===== src/signed_int_to_ascii_digits_core_assert.svh =====
// Assertion helpers shared by the modules of the converter.
// Each macro samples on the rising edge of clk and is held off while arst_n is low.
`ifndef SIGNED_INT_TO_ASCII_DIGITS_CORE_ASSERT_SVH
`define SIGNED_INT_TO_ASCII_DIGITS_CORE_ASSERT_SVH

// The consequent must hold in the same cycle as the antecedent.
`define SIA_ASSERT_IMPLIES(label, ante, cons) \
	label: assert property (@(posedge clk) disable iff (!arst_n) (ante) |-> (cons)) \
		else $error("sia: same-cycle check failed");

// The consequent must hold in the cycle after the antecedent.
`define SIA_ASSERT_NEXT(label, ante, cons) \
	label: assert property (@(posedge clk) disable iff (!arst_n) (ante) |=> (cons)) \
		else $error("sia: next-cycle check failed");

`endif


===== src/sia_pkg.sv =====
package sia_pkg;

	// Input request: a signed number and the radix choice.
	typedef struct packed {
		logic signed [15:0] value;
		logic               radix_is_hex;
	} item_t;

	// One output character.
	typedef struct packed {
		logic [7:0] char_code;
		logic       last_char;
	} text_t;

	// Classified work handed from the front part to the back part.
	typedef struct packed {
		logic        neg;
		logic        hex;
		logic [15:0] mag;
	} work_t;

	localparam logic [7:0] CHAR_ZERO        = 8'h30;
	localparam logic [7:0] CHAR_MINUS       = 8'h2D;
	localparam logic [7:0] HEX_ALPHA_OFFSET = 8'd7;
	localparam logic [3:0] DEC_RADIX        = 4'd10;

	// Digit positions are counted from the least significant digit.
	localparam logic [2:0] DEC_TOP_POS = 3'd4;
	localparam logic [2:0] HEX_TOP_POS = 3'd3;

	function automatic logic [7:0] digit_char(input logic [3:0] d);
		if (d < DEC_RADIX) begin
			return CHAR_ZERO + 8'(d);
		end else begin
			return CHAR_ZERO + HEX_ALPHA_OFFSET + 8'(d);
		end
	endfunction

	function automatic logic [16:0] pow10(input logic [2:0] pos);
		logic [16:0] p;
		case (pos)
			3'd0:    p = 17'd1;
			3'd1:    p = 17'd10;
			3'd2:    p = 17'd100;
			3'd3:    p = 17'd1000;
			3'd4:    p = 17'd10000;
			default: p = 17'd0;
		endcase
		return p;
	endfunction

	// k times ten to the power pos; k is a constant at every call site.
	function automatic logic [16:0] dec_mult(input logic [2:0] pos, input logic [3:0] k);
		logic [20:0] prod;
		prod = 21'(pow10(pos)) * 21'(k);
		return prod[16:0];
	endfunction

endpackage


===== src/sia_queue.sv =====
module sia_queue
	import sia_pkg::*;
#(
	parameter int DEPTH = 2
) (
	input  logic  clk,
	input  logic  arst_n,
	input  logic  push_valid,
	output logic  push_ready,
	input  work_t push_work,
	output logic  pop_valid,
	input  logic  pop_ready,
	output work_t pop_work
);

	localparam int AW = (DEPTH > 1) ? $clog2(DEPTH) : 1;
	localparam int CW = $clog2(DEPTH + 1);

	work_t         mem_q [DEPTH];
	logic [AW-1:0] wr_q;
	logic [AW-1:0] rd_q;
	logic [CW-1:0] count_q;
	logic          push;
	logic          pop;

	assign push_ready = (count_q != CW'(DEPTH));
	assign pop_valid  = (count_q != '0);
	assign pop_work   = mem_q[rd_q];
	assign push       = push_valid && push_ready;
	assign pop        = pop_valid && pop_ready;

	function automatic logic [AW-1:0] wrap_inc(input logic [AW-1:0] p);
		return (p == AW'(DEPTH - 1)) ? '0 : p + AW'(1);
	endfunction

	always_ff @(posedge clk or negedge arst_n) begin
		if (!arst_n) begin
			wr_q    <= '0;
			rd_q    <= '0;
			count_q <= '0;
		end else begin
			if (push) begin
				wr_q <= wrap_inc(wr_q);
			end
			if (pop) begin
				rd_q <= wrap_inc(rd_q);
			end
			if (push && !pop) begin
				count_q <= count_q + CW'(1);
			end else if (pop && !push) begin
				count_q <= count_q - CW'(1);
			end
		end
	end

	always_ff @(posedge clk) begin
		if (push) begin
			mem_q[wr_q] <= push_work;
		end
	end

`include "signed_int_to_ascii_digits_core_assert.svh"

	`SIA_ASSERT_IMPLIES(a_count_bound, 1'b1, count_q <= CW'(DEPTH))

endmodule


===== config.mk =====
export PLATFORM = sky130hd
export DESIGN_NAME = sia_queue
export DESIGN_NICKNAME = d
export VERILOG_FILES = /design/src/sia_pkg.sv /design/src/sia_queue.sv
export VERILOG_INCLUDE_DIRS = /design/src /design/src/src
export SDC_FILE = /design/constraint.sdc
export NUM_CORES = 1
export LEC_CHECK = 0
export BUFFER_PORTS_ARGS = -buffer_cell sky130_fd_sc_hd__buf_4
export CORE_MARGIN = 2
export CORE_UTILIZATION = 46
export CTS_CLUSTER_DIAMETER = 30
export DETAILED_ROUTE_END_ITERATION = 6
export PLACE_DENSITY = 0.73
export SETUP_SLACK_MARGIN = 0.05
export SYNTH_ARGS = -nofsm -noshare
export SYNTH_HDL_FRONTEND = slang
export SYNTH_SLANG_ARGS = --single-unit
export TNS_END_PERCENT = 1

===== constraint.sdc =====
create_clock -name clk -period 3.9 [get_ports clk]
set_input_delay 0.975 -clock clk [delete_from_list [all_inputs] [get_ports clk]]
set_output_delay 0.975 -clock clk [all_outputs]
set_load 0.01 [all_outputs]

## Word level (Yosys, flattened, before mapping)

Memory sizes are Yosys's and may differ from the RTL's.
Cells that the tools add are included.

| storage, ports and cells | value |
|---|---|
| flip-flop bits (word level) | 4 |
| RAM bits | 36 |
| memories | 1 |

| operators by class | value |
|---|---|
| add/sub/neg operators | 4 |
| equality and inequality tests | 1 |
| muxes and demuxes | 6 |
| reductions and logical operators | 8 |

Memory list:

| name | words | bits a word | rd ports | clocked after Yosys merged registers in | wr ports | RTL line | RTL |
|---|---|---|---|---|---|---|---|
| mem_q | 2 | 18 | 1 | 0 | 1 | sia_queue.sv:19 | `work_t mem_q [DEPTH];` |

Operators by type and width:

| cell | count |
|---|---|
| $logic_and A1 B1 Y1 | 4 |
| $mux W1 | 4 |
| $mux W2 | 2 |
| $reduce_bool A2 Y1 | 2 |
| $add A1 B1 Y1 const B | 2 |
| $add A2 B1 Y2 const B | 1 |
| $logic_not A1 Y1 | 2 |
| $ne A2 B2 Y1 const B | 1 |
| $sub A2 B1 Y2 const B | 1 |

## Depth between registers and ports, before layout

| depth | value |
|---|---|
| word-level depth | 6 |
| mapped depth | 7 |
| mapped depth without buffers | 7 |

## Worst setup path after synthesis

No wires, ideal clock.

| timing | value |
|---|---|
| path kind | input to register |
| start point | in push_valid |
| end point | mem mem_q[0][0] (netlist name), enable pin |
| library setup time | 392 ps |
| data arrival time | 1,843 ps |
| data required time | 3,508 ps |
| slack | 1,665 ps |
| cell stages on the path | 2 |
| path buffers | 0 |
| cells stage by stage | nand2_1 nor2_1 |

| on the way | value |
|---|---|
| cells in the longest elaborated chain, start to end | 3 |

Ends and longest elaborated chain:

| what | RTL line | RTL |
|---|---|---|
| start, declared | sia_queue.sv:8 | `input logic push_valid,` |
| $logic_and A1 B1 Y1 | sia_queue.sv:29 | `assign push = push_valid && push_ready;` |
| $mux W1 | sia_queue.sv:57 | `if (push) begin` |
| $mux W1 (implied by the code) | sia_queue.sv:58 | `mem_q[wr_q] <= push_work;` |
| end, declared | sia_queue.sv:19 |  |

No other way between the ends.

==> impl_metrics.env <==
export IMPL_worstHoldPathType="in2async"
export IMPL_skew_ns=0.00492
export IMPL_wl_met2_um=1130
export IMPL_fp_dieArea_um2=3830
export IMPL_grt_max_degree=20
export IMPL_gp_congestion=0.693
export IMPL_cp_max_fo=19
export IMPL_synth_seq_area_share=0.766
export IMPL_crit_arrival_ns=1.86
export IMPL_clk_path_buf_depth=2
export IMPL_cts_sinks=40
export IMPL_ioPinCount=42
export IMPL_highest_layer="met4"
export IMPL_cpPeakStageDelay_ns=0.96
export IMPL_gr_total_overflow=0
export IMPL_rows=21
export IMPL_synth_top_cell_by_area="edfxtp_1"
export IMPL_worst_slew_pin_slew_ns=0.927
export IMPL_initial_core_util=0.470
export IMPL_leakage_nw=0.765
export IMPL_final_nets=143
export IMPL_hold_buffers=0
export IMPL_wl_met1_um=929
export IMPL_cp_required_ns=2.92
export IMPL_setup_viol=0
export IMPL_rr_worst_depth=3
export IMPL_coreArea_um2=3280
export IMPL_finalPower_mw=1.32
export IMPL_cp_cell_sequence="mux2_2, buf_4"
export IMPL_synth_fp_nets=97
export IMPL_drive_gt1_frac=0.550
export IMPL_drtIter0Drc=9
export IMPL_power_density_nw_per_um2=688
export IMPL_setup_worst_path_start_class="register"
export IMPL_synthArstFlopShare=0.100
export IMPL_syn_avg_cell_area_um2=20.8
export IMPL_synth_top_flop_cell="edfxtp_1"
export IMPL_tns_ns=0
export IMPL_wl_met3_um=116
export IMPL_ys_types=15
export IMPL_h_tree_depth=2
export IMPL_finalCritPeriodShare=0.728
export IMPL_path_clk_slew_ns=0.10
export IMPL_globalRouteTotalUtil=0.123
export IMPL_synth_edf_count=36
export IMPL_die_h_um=61.9
export IMPL_via_per_inst=4.58
export IMPL_crit_end="pop_work[3]"
export IMPL_synthToLayoutAreaGrowth_pct=24.8
export IMPL_synth_top_area_share=0.701
export IMPL_synth_area_leaders="edfxtp_1 70%, mux2_4 8.8%, mux2_2 6.6%"
export IMPL_antenna_cells=0
export IMPL_cts_root_buf="clkbuf_4"
export IMPL_reg2reg_to="mem_q[0][10]"
export IMPL_antenna_found_initial=0
export IMPL_routed_wl_um=2230
export IMPL_cts_tree="yes"
export IMPL_cts_setup_buffers=0
export IMPL_cts_buffers=5
export IMPL_syn_inst=74
export IMPL_period_needed_ns=2.84
export IMPL_irDropWorstVdd_mv=0.434
export IMPL_postRouteAntennaNets=0
export IMPL_first_pass_iters=2
export IMPL_wl_per_cell_um=13.4
export IMPL_status="finished, final reports clean"
export IMPL_die_w_um=61.9
export IMPL_hold_violations=0
export IMPL_relSlewSlack=0.381
export IMPL_path_class="reg2out"
export IMPL_grt_pass1_vias=715
export IMPL_worstSetupEndpointType="primary output"
export IMPL_crit_start="rd_q"
export IMPL_synth_most_common_cell="edfxtp_1"
export IMPL_cts_repair_resized=0
export IMPL_slew_violations=0
export IMPL_grt_pass1_wl_um=3070
export IMPL_cpMaxStageDelayCell="dfrtp_1"
export IMPL_synth_seq_cells=40
export IMPL_dp_final_hpwl_um=1530
export IMPL_clk_insertion_delay_late_ns=0.33
export IMPL_yosysWarnings=0
export IMPL_drc=0
export IMPL_regToRegStartpoint="count_q[0]"
export IMPL_clock_fmax_mhz=352
export IMPL_io_buffer_count=41
export IMPL_rsz0062_at_grt="false"
export IMPL_rrSetupSlack_ns=2.12
export IMPL_synth_area_um2=1540
export IMPL_synth_common_cells="36 x edfxtp_1, 9 x mux2_2, 9 x mux2_4"
export IMPL_maxCapViolCount=0
export IMPL_via_count=760
[cell type report]
type | instances | area (um2)
inverters | 1 | 3.75
multi-input cells | 31 | 329
repair buffers | 41 | 308
well taps | 46 | 57.6
flip-flops and latches | 40 | 1180
clock inverters | 1 | 5.00
clock buffers | 6 | 41.3
fillers | 275 | 1360
[cells in the final DEF (no fill, tap or decap), drive strengths merged, types with 2 or more instances in the layout]
cell type  instances
xor2               2
nor2               2
nand2              2
buf               41
dfrtp              4
clkbuf             6
xnor2              3
edfxtp            36
mux2              18
[critical path: cells and delay by family (launching register included)]
kind,cells,cell delay (ns)
multiplexers,1,0.43
flip-flops,1,0.96
buffers and inverters,1,0.14
[flip-flops by register name, summed over array words and instances (netlist names)]
name and count:
mem_q 36, rd_q 1, count_q 2, wr_q 1
[power by group]
part           leakage, nW  internal (mW)  switching (mW)
logic                0.356          0.279           0.189
registers            0.381          0.592          0.0778
clock network       0.0281         0.0665           0.121
total                0.765          0.937           0.387
[how the worst min path moves through the flow]
stage                     startpoint         end  slack [ns]  cells after the start
after detailed placement  count_q[1]  count_q[1]        0.51                      1
after CTS                     arst_n  count_q[1]        0.41                      1
final                         arst_n  count_q[1]        0.42                      1
after global placement    count_q[1]  count_q[1]        0.48                      1
after global routing          arst_n  count_q[1]        0.40                      1
after floorplan           count_q[1]  count_q[1]        0.46                      1
[cells by family after synthesis]
family | after synthesis | share of synthesized area
buffers and inverters | 3 | 0.0227
and+or+nand+nor | 7 | 0.0219
xor gates and xnor gates | 5 | 0.0284
adders and majority gates | 1 | 0.00811
DFF | 40 | 0.766
muxes | 18 | 0.153
[metal layers]
layer  vias up  global-route usage
met2        26               0.192
met3         5              0.0455
met1       360               0.137
met5         -                   0
met4         0              0.0912
li1        369                   -
[per-stage QoR]
| stage | cells | utilization | instance area (um2) | hold WS (ns) | setup slack, ns |
|---|---|---|---|---|---|
| floorplan | 74 | - | 1540 | 0.456 | 1.66 |
| global placement | 159 | 0.572 | 1880 | 0.477 | 1.40 |
| detailed placement | 159 | 0.572 | 1880 | 0.509 | 1.38 |
| CTS | 166 | 0.586 | 1930 | 0.408 | 1.01 |
| global route | 166 | 0.586 | 1930 | 0.400 | 0.948 |
| finish | 166 | 0.586 | 1930 | 0.420 | 1.06 |
Power figures use the tool's default switching activity.
